$ cat src/sv/ftsr_pkg.sv
// Shared types and constants of the flat triangle span rasterizer.
// No dependencies; the other files but the checker use it by scoped names.
package ftsr_pkg;

  localparam int COORD_W = 16;
  localparam int COORD_FRAC_BITS = 4;
  localparam int SLOPE_FRAC_BITS = 16;
  localparam int MAX_ROWS = 64;
  localparam int PIX_W = COORD_W - COORD_FRAC_BITS;     // floored coordinate
  localparam int Y_W = PIX_W + 2;                       // room for +1 and diffs
  localparam int DEN_W = PIX_W + 1;                     // |dy| up to 4096
  localparam int NUM_W = PIX_W + SLOPE_FRAC_BITS;       // |dx| << frac
  localparam int SLOPE_W = NUM_W + 1;
  localparam int POS_W = 44;
  localparam int CNT_W = 7;
  localparam int DIV_CNT_W = 5;
  localparam int CFG_IDX_W = 4;
  localparam int CFG_DATA_W = 11;
  localparam int COLOR_W = 32;

  localparam logic [CFG_IDX_W-1:0] REG_FRAME_WIDTH = 4'd0;
  localparam logic [CFG_IDX_W-1:0] REG_FRAME_HEIGHT = 4'd1;

  typedef struct packed {
    logic             start;
    logic [NUM_W-1:0] num;
    logic [DEN_W-1:0] den;
  } div_req_t;

  typedef struct packed {
    logic             done;
    logic [NUM_W-1:0] quo;
  } div_rsp_t;

endpackage

$ cat src/sv/ftsr_if.sv
// Handshake channels of the rasterizer: triangle in, span out, register write.
// Depends on ftsr_pkg.
interface ftsr_tri_if;
  logic                              valid;
  logic                              ready;
  logic signed [ftsr_pkg::COORD_W-1:0] ax, ay, bx, by, cx, cy;
  logic [ftsr_pkg::COLOR_W-1:0]      fill_color;
  modport source(output valid, ax, ay, bx, by, cx, cy, fill_color, input ready);
  modport sink(input valid, ax, ay, bx, by, cx, cy, fill_color, output ready);
endinterface

interface ftsr_span_if;
  logic                         valid;
  logic                         ready;
  logic [5:0]                   row;
  logic [10:0]                  x_left;
  logic signed [11:0]           x_right;
  logic [ftsr_pkg::COLOR_W-1:0] span_color;
  logic                         last;
  modport source(output valid, row, x_left, x_right, span_color, last, input ready);
  modport sink(input valid, row, x_left, x_right, span_color, last, output ready);
endinterface

interface ftsr_cfg_if;
  logic                            valid;
  logic                            ready;
  logic [ftsr_pkg::CFG_IDX_W-1:0]  index;
  logic [ftsr_pkg::CFG_DATA_W-1:0] data;
  modport source(output valid, index, data, input ready);
  modport sink(input valid, index, data, output ready);
endinterface

$ cat src/sv/ftsr_div.sv
// Restoring unsigned divider, one quotient bit per cycle.
// Depends on ftsr_pkg.
module ftsr_div (
  input  logic               clk,
  input  logic               rst,
  input  ftsr_pkg::div_req_t req,
  output ftsr_pkg::div_rsp_t rsp
);
  logic [ftsr_pkg::NUM_W-1:0]     quo;
  logic [ftsr_pkg::DEN_W-1:0]     rem;
  logic [ftsr_pkg::DEN_W-1:0]     den;
  logic [ftsr_pkg::DIV_CNT_W-1:0] cnt;
  logic                           busy;
  logic                           done;
  logic [ftsr_pkg::DEN_W:0]       trial;

  assign trial = {rem, quo[ftsr_pkg::NUM_W-1]};

  always_ff @(posedge clk) begin
    if (rst) begin
      busy <= 1'b0;
      done <= 1'b0;
    end else begin
      done <= 1'b0;
      if (req.start) begin
        quo  <= req.num;
        den  <= req.den;
        rem  <= '0;
        cnt  <= ftsr_pkg::DIV_CNT_W'(ftsr_pkg::NUM_W - 1);
        busy <= 1'b1;
      end else if (busy) begin
        // subtract when the shifted remainder covers the divisor
        if (trial >= {1'b0, den}) begin
          rem <= ftsr_pkg::DEN_W'(trial - {1'b0, den});
          quo <= {quo[ftsr_pkg::NUM_W-2:0], 1'b1};
        end else begin
          rem <= trial[ftsr_pkg::DEN_W-1:0];
          quo <= {quo[ftsr_pkg::NUM_W-2:0], 1'b0};
        end
        cnt <= cnt - 1'b1;
        if (cnt == '0) begin
          busy <= 1'b0;
          done <= 1'b1;
        end
      end
    end
  end

  assign rsp.done = done;
  assign rsp.quo  = quo;
endmodule

$ cat src/sv/flat_triangle_span_rasterizer.sv
// Flat triangle span rasterizer: sorts and floors one triangle, divides its
// edge slopes and emits clipped spans. Depends on ftsr_pkg, ftsr_if, ftsr_div.
// Steps: four slopes through the divider (a flat edge skips its divide), then
// the row check and the multiply states M0, M1, M2 before the first span.
// Throughput: one span per cycle while the sink is ready; the lower half first
// passes M0 to M2 again; a new triangle waits for idle. Reset: idle, sizes 64.
module flat_triangle_span_rasterizer (
  input logic         clk,
  input logic         rst,
  ftsr_tri_if.sink    triangle,
  ftsr_span_if.source span,
  ftsr_cfg_if.sink    cfg
);
  localparam int PW = ftsr_pkg::PIX_W;
  localparam int YW = ftsr_pkg::Y_W;
  localparam int SW = ftsr_pkg::SLOPE_W;
  localparam int QW = ftsr_pkg::POS_W;
  localparam int CW = ftsr_pkg::CNT_W;
  localparam int FB = ftsr_pkg::SLOPE_FRAC_BITS;
  localparam int XW = QW - FB;

  typedef enum logic [8:0] {
    S_IDLE   = 9'b000000001,
    S_DSTART = 9'b000000010,
    S_DWAIT  = 9'b000000100,
    S_DNEXT  = 9'b000001000,
    S_CHK    = 9'b000010000,
    S_M0     = 9'b000100000,
    S_M1     = 9'b001000000,
    S_M2     = 9'b010000000,
    S_EMIT   = 9'b100000000
  } state_t;

  state_t state;

  // configuration registers
  logic [10:0] frame_width;
  logic [6:0]  frame_height;

  assign cfg.ready = 1'b1;

  always_ff @(posedge clk) begin
    if (rst) begin
      frame_width  <= 11'd64;
      frame_height <= 7'd64;
    end else if (cfg.valid) begin
      case (cfg.index)
        ftsr_pkg::REG_FRAME_WIDTH:  frame_width <= cfg.data;
        ftsr_pkg::REG_FRAME_HEIGHT: frame_height <= cfg.data[6:0];
        default: ;
      endcase
    end
  end

  // ---------------------------------------------------------------------
  // Vertex sort: top, middle, bottom by raw y; flat edges left to right.
  // Then floor to whole pixels and fix up a zero-height triangle.
  // ---------------------------------------------------------------------
  logic signed [ftsr_pkg::COORD_W-1:0] sx1, sy1, sx2, sy2, sx3, sy3, st;
  logic signed [PW-1:0] fx1, fx2, fx3, fy1, fy3;
  logic signed [YW-1:0] ny1, ny2, ny3;

  always_comb begin
    st  = '0;
    sx1 = triangle.ax; sy1 = triangle.ay;
    sx2 = triangle.bx; sy2 = triangle.by;
    sx3 = triangle.cx; sy3 = triangle.cy;
    if (sy2 < sy3) begin
      st = sx2; sx2 = sx3; sx3 = st;
      st = sy2; sy2 = sy3; sy3 = st;
    end
    if (sy1 < sy2 && sy1 > sy3) begin
      st = sx1; sx1 = sx2; sx2 = st;
      st = sy1; sy1 = sy2; sy2 = st;
    end else if (sy1 < sy2) begin
      st = sx1; sx1 = sx2; sx2 = sx3; sx3 = st;
      st = sy1; sy1 = sy2; sy2 = sy3; sy3 = st;
    end
    if (sy2 == sy3 && sx2 > sx3) begin
      st = sx2; sx2 = sx3; sx3 = st;
    end
    if (sy1 == sy2 && sx1 > sx2) begin
      st = sx1; sx1 = sx2; sx2 = st;
    end
    fx1 = sx1[ftsr_pkg::COORD_W-1:ftsr_pkg::COORD_FRAC_BITS];
    fx2 = sx2[ftsr_pkg::COORD_W-1:ftsr_pkg::COORD_FRAC_BITS];
    fx3 = sx3[ftsr_pkg::COORD_W-1:ftsr_pkg::COORD_FRAC_BITS];
    fy1 = sy1[ftsr_pkg::COORD_W-1:ftsr_pkg::COORD_FRAC_BITS];
    fy3 = sy3[ftsr_pkg::COORD_W-1:ftsr_pkg::COORD_FRAC_BITS];
    ny1 = YW'(fy1);
    ny2 = YW'($signed(sy2[ftsr_pkg::COORD_W-1:ftsr_pkg::COORD_FRAC_BITS]));
    ny3 = YW'(fy3);
    // zero height: lift the top one row, collapse the rest onto the row
    if (fy1 == fy3) begin
      ny1 = YW'(fy1) + YW'(1);
      ny2 = YW'(fy1);
      ny3 = YW'(fy1);
    end
  end

  // triangle held for the whole job
  logic signed [PW-1:0] x1, x2, x3;
  logic signed [YW-1:0] y1, y2, y3;
  logic [ftsr_pkg::COLOR_W-1:0] color;

  // ---------------------------------------------------------------------
  // Row counts of both halves, clipped to the frame.
  // ---------------------------------------------------------------------
  logic signed [YW-1:0] hgt, hm1, ytop1, ybot1, ytop2, ybot2, d1, d2;
  logic [CW-1:0] n1, n2, total;
  logic [CW:0]   nsum;

  always_comb begin
    hgt   = (frame_height > 7'(ftsr_pkg::MAX_ROWS)) ? YW'(ftsr_pkg::MAX_ROWS)
                                                    : YW'(frame_height);
    hm1   = hgt - YW'(1);
    ytop1 = (y1 < hm1) ? y1 : hm1;
    ybot1 = (y2 > 0) ? y2 : '0;
    d1    = ytop1 - ybot1 + YW'(1);
    n1    = (d1 > 0) ? d1[CW-1:0] : '0;
    ybot2 = (y3 + YW'(1) > 0) ? y3 + YW'(1) : '0;
    ytop2 = (y2 < hm1) ? y2 : hm1;
    d2    = ytop2 - ybot2;
    n2    = (d2 > 0) ? d2[CW-1:0] : '0;
    nsum  = {1'b0, n1} + {1'b0, n2};
    total = (nsum > (CW+1)'(ftsr_pkg::MAX_ROWS)) ? CW'(ftsr_pkg::MAX_ROWS)
                                                 : nsum[CW-1:0];
  end

  // ---------------------------------------------------------------------
  // Slope setup: four divisions through the shared divider.
  // idx 0/1: first half slopes p1l/p1r, idx 2/3: second half slopes p2l/p2r.
  // ---------------------------------------------------------------------
  logic [1:0] didx;
  logic signed [SW-1:0] p1l, p1r, p2l, p2r;
  logic signed [PW:0]   ddx;
  logic signed [YW-1:0] ddy;
  logic                 dcond;
  logic [PW:0]          dmag;
  logic                 dneg;
  logic signed [SW-1:0] dslope;
  ftsr_pkg::div_req_t   dreq;
  ftsr_pkg::div_rsp_t   drsp;

  always_comb begin
    case (didx)
      2'd0: begin
        dcond = (y2 != y1);
        ddx   = (PW+1)'(x2) - (PW+1)'(x1);
        ddy   = y1 - y2;
      end
      2'd1: begin
        dcond = (y3 != y1);
        ddx   = (PW+1)'(x3) - (PW+1)'(x1);
        ddy   = y1 - y3;
      end
      2'd2: begin
        dcond = (y1 != y3);
        ddx   = (PW+1)'(x1) - (PW+1)'(x3);
        ddy   = y1 - y3;
      end
      default: begin
        dcond = (y2 != y3);
        ddx   = (PW+1)'(x2) - (PW+1)'(x3);
        ddy   = y2 - y3;
      end
    endcase
    dneg = ddx[PW];
    dmag = dneg ? (PW+1)'(-ddx) : ddx;
    dreq.start = (state == S_DSTART) && dcond;
    dreq.num   = {dmag[PW-1:0], {FB{1'b0}}};
    dreq.den   = ddy[ftsr_pkg::DEN_W-1:0];
    dslope     = dneg ? -$signed({1'b0, drsp.quo}) : $signed({1'b0, drsp.quo});
  end

  ftsr_div u_div (
    .clk(clk),
    .rst(rst),
    .req(dreq),
    .rsp(drsp)
  );

  // ---------------------------------------------------------------------
  // Edge start positions: base + slope * clipped rows, one product a cycle.
  // ---------------------------------------------------------------------
  logic                 part;            // 0: top half, 1: bottom half
  logic signed [SW-1:0] msl, msr;
  logic signed [YW-1:0] mclip;
  logic signed [PW-1:0] mx;
  logic signed [SW+YW-1:0] mprod_l, mprod_r;
  logic signed [QW-1:0] prod, base, pl, pr, dl, dr;

  always_comb begin
    msl   = part ? p2l : p1l;
    msr   = part ? p2r : p1r;
    // the second half steps before each row: start one row further in
    mclip = part ? (ybot2 - y3) : (y1 - ytop1);
    mx    = part ? x3 : x1;
    mprod_l = msl * mclip;
    mprod_r = msr * mclip;
    base  = {{(QW-PW-FB){mx[PW-1]}}, mx, {FB{1'b0}}};
  end

  // ---------------------------------------------------------------------
  // Span formatting: floor left, ceil right, clamp.
  // ---------------------------------------------------------------------
  logic signed [QW-1:0] prc;
  logic signed [XW-1:0] xl, xr, wm1;
  logic [10:0]          xl_o;
  logic signed [11:0]   xr_o;

  always_comb begin
    prc = pr + QW'({FB{1'b1}});
    xl  = pl[QW-1:FB];
    xr  = prc[QW-1:FB];
    wm1 = XW'(frame_width) - XW'(1);
    if (xl < 0) xl_o = '0;
    else if (xl > XW'(2047)) xl_o = 11'd2047;
    else xl_o = xl[10:0];
    if (xr > wm1) xr = wm1;
    if (xr < -XW'(2048)) xr_o = -12'sd2048;
    else xr_o = xr[11:0];
  end

  // ---------------------------------------------------------------------
  // Sequencer and output register
  // ---------------------------------------------------------------------
  logic signed [YW-1:0] yrow;
  logic [CW-1:0]        rem_rows, cnt;
  logic                 take;

  assign triangle.ready = (state == S_IDLE);
  assign take = !span.valid || span.ready;

  always_ff @(posedge clk) begin
    if (rst) begin
      state      <= S_IDLE;
      span.valid <= 1'b0;
    end else begin
      // drop the held span once the sink takes it, unless a new one follows
      if (span.valid && span.ready && state != S_EMIT) span.valid <= 1'b0;
      case (state)
        S_IDLE: begin
          if (triangle.valid) begin
            x1 <= fx1; x2 <= fx2; x3 <= fx3;
            y1 <= ny1; y2 <= ny2; y3 <= ny3;
            color <= triangle.fill_color;
            p1l <= '0; p1r <= '0;
            didx  <= 2'd0;
            state <= S_DSTART;
          end
        end
        S_DSTART: begin
          state <= dcond ? S_DWAIT : S_DNEXT;
        end
        S_DWAIT: begin
          if (drsp.done) begin
            case (didx)
              2'd0: p1l <= dslope;
              2'd1: p1r <= dslope;
              2'd2: p2l <= dslope;
              default: p2r <= dslope;
            endcase
            state <= S_DNEXT;
          end
        end
        S_DNEXT: begin
          // order each half's slopes; second half inherits skipped edges
          if (didx == 2'd1) begin
            p1l <= (p1l > p1r) ? p1r : p1l;
            p1r <= (p1l > p1r) ? p1l : p1r;
            p2l <= (p1l > p1r) ? p1r : p1l;
            p2r <= (p1l > p1r) ? p1l : p1r;
          end
          if (didx == 2'd3) begin
            p2l <= (p2l > p2r) ? p2r : p2l;
            p2r <= (p2l > p2r) ? p2l : p2r;
            state <= S_CHK;
          end else begin
            didx  <= didx + 2'd1;
            state <= S_DSTART;
          end
        end
        S_CHK: begin
          cnt  <= '0;
          part <= (n1 == '0);
          state <= (total == '0) ? S_IDLE : S_M0;
        end
        S_M0: begin
          prod  <= QW'(mprod_l);
          state <= S_M1;
        end
        S_M1: begin
          pl    <= base + prod;
          prod  <= QW'(mprod_r);
          state <= S_M2;
        end
        S_M2: begin
          pr       <= base + prod;
          dl       <= QW'(msl);
          dr       <= QW'(msr);
          yrow     <= part ? ybot2 : ytop1;
          rem_rows <= part ? n2 : n1;
          state    <= S_EMIT;
        end
        S_EMIT: begin
          if (take) begin
            span.valid      <= 1'b1;
            span.row        <= yrow[5:0];
            span.x_left     <= xl_o;
            span.x_right    <= xr_o;
            span.span_color <= color;
            span.last       <= (cnt + CW'(1) == total);
            pl       <= pl + dl;
            pr       <= pr + dr;
            yrow     <= part ? yrow + YW'(1) : yrow - YW'(1);
            cnt      <= cnt + CW'(1);
            rem_rows <= rem_rows - CW'(1);
            if (cnt + CW'(1) == total) begin
              state <= S_IDLE;
            end else if (rem_rows == CW'(1)) begin
              part  <= 1'b1;
              state <= S_M0;
            end
          end
        end
        default: state <= S_IDLE;
      endcase
    end
  end
endmodule

$ cat src/flat_wrapper.sv
// flat-port wrapper written by rule: the top's interface ports become plain ports
module flat_triangle_span_rasterizer_flat 
  (clk, rst, triangle_valid, triangle_ax, triangle_ay, triangle_bx, triangle_by, triangle_cx, triangle_cy, triangle_fill_color, triangle_ready, span_valid, span_row, span_x_left, span_x_right, span_span_color, span_last, span_ready, cfg_valid, cfg_index, cfg_data, cfg_ready);
  ftsr_tri_if triangle_i ();
  ftsr_span_if span_i ();
  ftsr_cfg_if cfg_i ();
  input logic clk;
  input logic rst;
  input wire logic [$bits(triangle_i.valid)-1:0] triangle_valid;
  input wire logic [$bits(triangle_i.ax)-1:0] triangle_ax;
  input wire logic [$bits(triangle_i.ay)-1:0] triangle_ay;
  input wire logic [$bits(triangle_i.bx)-1:0] triangle_bx;
  input wire logic [$bits(triangle_i.by)-1:0] triangle_by;
  input wire logic [$bits(triangle_i.cx)-1:0] triangle_cx;
  input wire logic [$bits(triangle_i.cy)-1:0] triangle_cy;
  input wire logic [$bits(triangle_i.fill_color)-1:0] triangle_fill_color;
  output wire logic [$bits(triangle_i.ready)-1:0] triangle_ready;
  output wire logic [$bits(span_i.valid)-1:0] span_valid;
  output wire logic [$bits(span_i.row)-1:0] span_row;
  output wire logic [$bits(span_i.x_left)-1:0] span_x_left;
  output wire logic [$bits(span_i.x_right)-1:0] span_x_right;
  output wire logic [$bits(span_i.span_color)-1:0] span_span_color;
  output wire logic [$bits(span_i.last)-1:0] span_last;
  input wire logic [$bits(span_i.ready)-1:0] span_ready;
  input wire logic [$bits(cfg_i.valid)-1:0] cfg_valid;
  input wire logic [$bits(cfg_i.index)-1:0] cfg_index;
  input wire logic [$bits(cfg_i.data)-1:0] cfg_data;
  output wire logic [$bits(cfg_i.ready)-1:0] cfg_ready;
  assign triangle_i.valid = triangle_valid;
  assign triangle_i.ax = triangle_ax;
  assign triangle_i.ay = triangle_ay;
  assign triangle_i.bx = triangle_bx;
  assign triangle_i.by = triangle_by;
  assign triangle_i.cx = triangle_cx;
  assign triangle_i.cy = triangle_cy;
  assign triangle_i.fill_color = triangle_fill_color;
  assign triangle_ready = triangle_i.ready;
  assign span_valid = span_i.valid;
  assign span_row = span_i.row;
  assign span_x_left = span_i.x_left;
  assign span_x_right = span_i.x_right;
  assign span_span_color = span_i.span_color;
  assign span_last = span_i.last;
  assign span_i.ready = span_ready;
  assign cfg_i.valid = cfg_valid;
  assign cfg_i.index = cfg_index;
  assign cfg_i.data = cfg_data;
  assign cfg_ready = cfg_i.ready;
  flat_triangle_span_rasterizer u_core (.clk(clk), .rst(rst), .triangle(triangle_i), .span(span_i), .cfg(cfg_i));
endmodule
$ cat config.mk
export PLATFORM = sky130hd
export DESIGN_NAME = flat_triangle_span_rasterizer_flat
export DESIGN_NICKNAME = d
export VERILOG_FILES = /design/src/sv/ftsr_pkg.sv /design/src/sv/ftsr_if.sv /design/src/sv/ftsr_div.sv /design/src/sv/flat_triangle_span_rasterizer.sv /design/src/flat_wrapper.sv
export SDC_FILE = /design/constraint.sdc
export NUM_CORES = 2
export LEC_CHECK = 0
export BUFFER_PORTS_ARGS = -buffer_cell sky130_fd_sc_hd__buf_4
export CORE_ASPECT_RATIO = 0.75
export CORE_UTILIZATION = 45
export CTS_CLUSTER_DIAMETER = 100
export DETAILED_ROUTE_END_ITERATION = 8
export PLACE_DENSITY_LB_ADDON = 0.2
export SYNTH_ARGS = -nofsm -noshare
export SYNTH_HDL_FRONTEND = slang
export SYNTH_HIERARCHICAL = 1
export SYNTH_SLANG_ARGS = --single-unit
export TNS_END_PERCENT = 5
$ cat constraint.sdc
create_clock -name clk -period 31.2 [get_ports clk]
set_input_delay 3.12 -clock clk [delete_from_list [all_inputs] [get_ports clk]]
set_output_delay 3.12 -clock clk [all_outputs]
set_load 0.05 [all_outputs]
==> impl_metrics.tcl <==
set metrics [dict create \
    synthesis.instances 8165 \
    worstRegToRegCells 44 \
    placed_cell_area_mm2 0.0780 \
    end_kind "flip-flop" \
    viasPerCell 5.84 \
    postSynthAreaPerCell_um2 9.06 \
    synth_top_cell_area_share 0.225 \
    crit_path_start_kind "flip-flop" \
    clk_latency_worst_skew_pair_ps 710 \
    antenna_violations_before_repair 6 \
    cp_slowest_stage_delay_ps 670 \
    clock-root-buffer "sky130_fd_sc_hd__clkbuf_16" \
    tritoncts_clock_tree "built" \
    top_cell_types_by_occurrence_after_synthesis "sky130_fd_sc_hd__inv_1, sky130_fd_sc_hd__nand2_1, sky130_fd_sc_hd__fa_1" \
    worstHoldStart "u_core/color[10]$_DFFE_PP_" \
    die_h_um 353 \
    synthDominantAreaCellType "sky130_fd_sc_hd__edfxtp_1" \
    row_count 128 \
    chipWidth_um 470 \
    drc 0 \
    detailed_place_hpwl_mm 199 \
    drt_pass1_iterations 6 \
    holdPathEnd "u_core/span.span_color[10]$_DFFE_PP_" \
    critical-path-slowest-cell "sky130_fd_sc_hd__nand2_2" \
    timing.fmax_ghz 0.0705 \
    drt_iter0_drc 5803 \
    synth.distinct_cells 106 \
    cts.repair.resized 0 \
    timing_worst_slew_pin_value_ps 1210 \
    asyncSetResetFlopFracSynth 0 \
    finalCritPeriodShare 0.454 \
    max-slew-margin-rel 0.186 \
    vias_in_the_first_global_route 59500 \
    via_total_after_detailed_routing 60900 \
    worst_setup_hold_path_clk_slew_ps 70 \
    initial_utilization 0.454 \
    synth.area.top_cells "sky130_fd_sc_hd__edfxtp_1, sky130_fd_sc_hd__fa_1, sky130_fd_sc_hd__ha_1, sky130_fd_sc_hd__inv_1, sky130_fd_sc_hd__nand2_1" \
    ys_seq_area_frac 0.233 \
    drt_antenna_net_count 0 \
    hold_class "flip-flop to flip-flop" \
    largest_clock_skew_in_the_final_design_ps 49.8 \
    hold_viol_final 0 \
    fp.dieArea_mm2 0.166 \
    synth.most_common_cell "sky130_fd_sc_hd__inv_1" \
    globalRoute.totalOverflow 0 \
    cap_viol_max_count 0 \
    cts_htree_levels 3 \
    ys.warnings.count 6 \
    detail_route.wirelength_mm 251 \
    slew_viol_final 0 \
    rr_endpoint "u_core/prod[42]$_DFFE_PP_" \
    numCtsBuffers 69 \
    wl_per_cell_um 24.1 \
    hold_depth 0 \
    global_route.usage.total 0.299 \
    post-route-min-period_ps 14180 \
    timing.setup.critical_path_class "flip-flop to flip-flop" \
    grt_setup_unrepaired "false" \
    placeableCoreArea_mm2 0.163 \
    worstPathMaxFanout 34 \
    global_route_wire_length_before_repair_mm 377 \
    timing.setup.tns_ps 0 \
    post_cts_hold_buffer_count 0 \
    regToRegSetupSlack_ps 17020 \
    ios 213 \
    buffer_ports.inserted 211 \
    post-cts-setup-buffer-count 0 \
    synth_top_flop_cell "sky130_fd_sc_hd__edfxtp_1" \
    share_of_cells_above_drive_strength_1 0.0776 \
    report.final.setup_viol 0 \
    run_status "finished, final reports clean" \
    cts.sinks 584 \
    cts.path.max_buffers 3 \
    synth-edff-count 554 \
    worst_ep_required_time_ps 31610 \
    global_placement_routability_congestion 1.03 \
    synth-seq-cells 584 \
    synthToLayoutAreaGrowth_pct 8.48 \
    synth.cell_area_mm2 0.0740 \
    worstReg2RegStart "u_core/frame_height[2]$_SDFFE_PP0P_" \
    final_design_area_excluding_fillers_mm2 0.0802 \
    cp.arrival_ps 14590 \
    grt_start_max_net_pins 113 \
    finalNetCount 9770 \
]
## cell usage in the layout, fill, tap and decap left out, drive strengths merged, types with 30 or more instances in the layout
master | synthesis | final
a32o | 50 | 50
clkbuf | 292 | 81
buf | 57 | 318
a31oi | 38 | 38
o22ai | 79 | 79
ha | 636 | 636
nor2 | 689 | 689
nand2b | 97 | 97
xnor2 | 264 | 264
xor2 | 158 | 158
nor3 | 117 | 117
nand4 | 71 | 71
o21bai | 32 | 32
inv | 1100 | 1108
a21oi | 444 | 444
a21boi | 61 | 61
mux2i | 171 | 171
dfxtp | 30 | 30
nor2b | 72 | 72
and3 | 40 | 40
clkinv | 17 | 41
edfxtp | 554 | 554
o21ai | 474 | 474
o21a | 61 | 61
nand3 | 103 | 103
and2 | 73 | 73
a21o | 190 | 190
nand2 | 914 | 914
mux2 | 109 | 109
fa | 762 | 762
nor4 | 38 | 38
## state kept, by name, summed over array words and instances, names as in the netlist, 13 cells and up
signal and flops:
u_core/color 32, u_core/dl 29, u_core/dr 29, u_core/p1l 29, u_core/p1r 29, u_core/p2l 29
u_core/p2r 29, u_core/pl 44, u_core/pr 44, u_core/prod 43, u_core/span.span_color 32, u_core/u_div/den 13
u_core/u_div/quo 28, u_core/u_div/rem 13, u_core/y1 13
## worst max-delay path, delay by kind of cell (launching register included)
kind                     cells  cell delay (ps)
XOR/XNOR                     1              160
buffers and inverters        5             1120
AO/OA/AOI/OAI               15             4080
flip-flops                   1              340
AND/OR/NAND/NOR             12             3350
multiplexers                 2              590
adder cells (fa/ha/maj)      9             4190
## kinds of logic after synthesis
| group | synth area share |
|---|---|
| flops | 0.233 |
| mux | 0.0402 |
| compound gates | 0.145 |
| xor+xnor | 0.0500 |
| buf+inv | 0.0756 |
| other cells | 0.000102 |
| fa+ha+maj | 0.314 |
| simple gates | 0.142 |
## how the worst max path moves through the flow
| stage | start | end | slack, ps | cells after the start |
|---|---|---|---|---|
| after floorplan | triangle_cy[2] | u_core/x2[10]$_DFFE_PP_ | 18580 | 55 |
| after global placement | triangle_cy[2] | u_core/x2[0]$_DFFE_PP_ | 17570 | 51 |
| after detailed placement | u_core/frame_height[2]$_SDFFE_PP0P_ | u_core/prod[42]$_DFFE_PP_ | 17310 | 43 |
| after CTS | u_core/frame_height[2]$_SDFFE_PP0P_ | u_core/prod[42]$_DFFE_PP_ | 17270 | 43 |
| after global routing | u_core/frame_height[2]$_SDFFE_PP0P_ | u_core/prod[42]$_DFFE_PP_ | 16150 | 43 |
| final | u_core/frame_height[2]$_SDFFE_PP0P_ | u_core/prod[42]$_DFFE_PP_ | 17020 | 44 |
## layout make-up
| class | instances | area [µm²] |
|---|---|---|
| Multi-Input combinational cell | 6134 | 51500 |
| Timing Repair Buffer | 318 | 2400 |
| Fill cell | 15300 | 82500 |
| Tap cell | 2145 | 2680 |
| Sequential cell | 584 | 17200 |
| Antenna cell | 2 | 5.00 |
| Clock buffer | 81 | 1850 |
| Clock inverter | 40 | 334 |
| Inverter | 1117 | 4200 |
## per-layer routing
metal,wire [µm],GRT usage
met1,113000,0.434
met2,99200,0.410
met3,33300,0.120
met4,6030,0.0732
met5,182,0.00620
## per-stage QoR
stage	utilization	hold slack, ps	instances	setup WS [ps]
5_1_grt	0.493	422	10400	16150
3_5_place_dp	0.480	405	10300	17310
2_1_floorplan	-	400	8184	18580
4_1_cts	0.493	418	10400	17270
6_report	0.493	416	10400	17020
3_3_place_gp	0.480	400	10300	17570
Power is left out: the tool's default activity adds up to more than one toggle a clock period on the data nets, which glitch-free logic cannot reach.
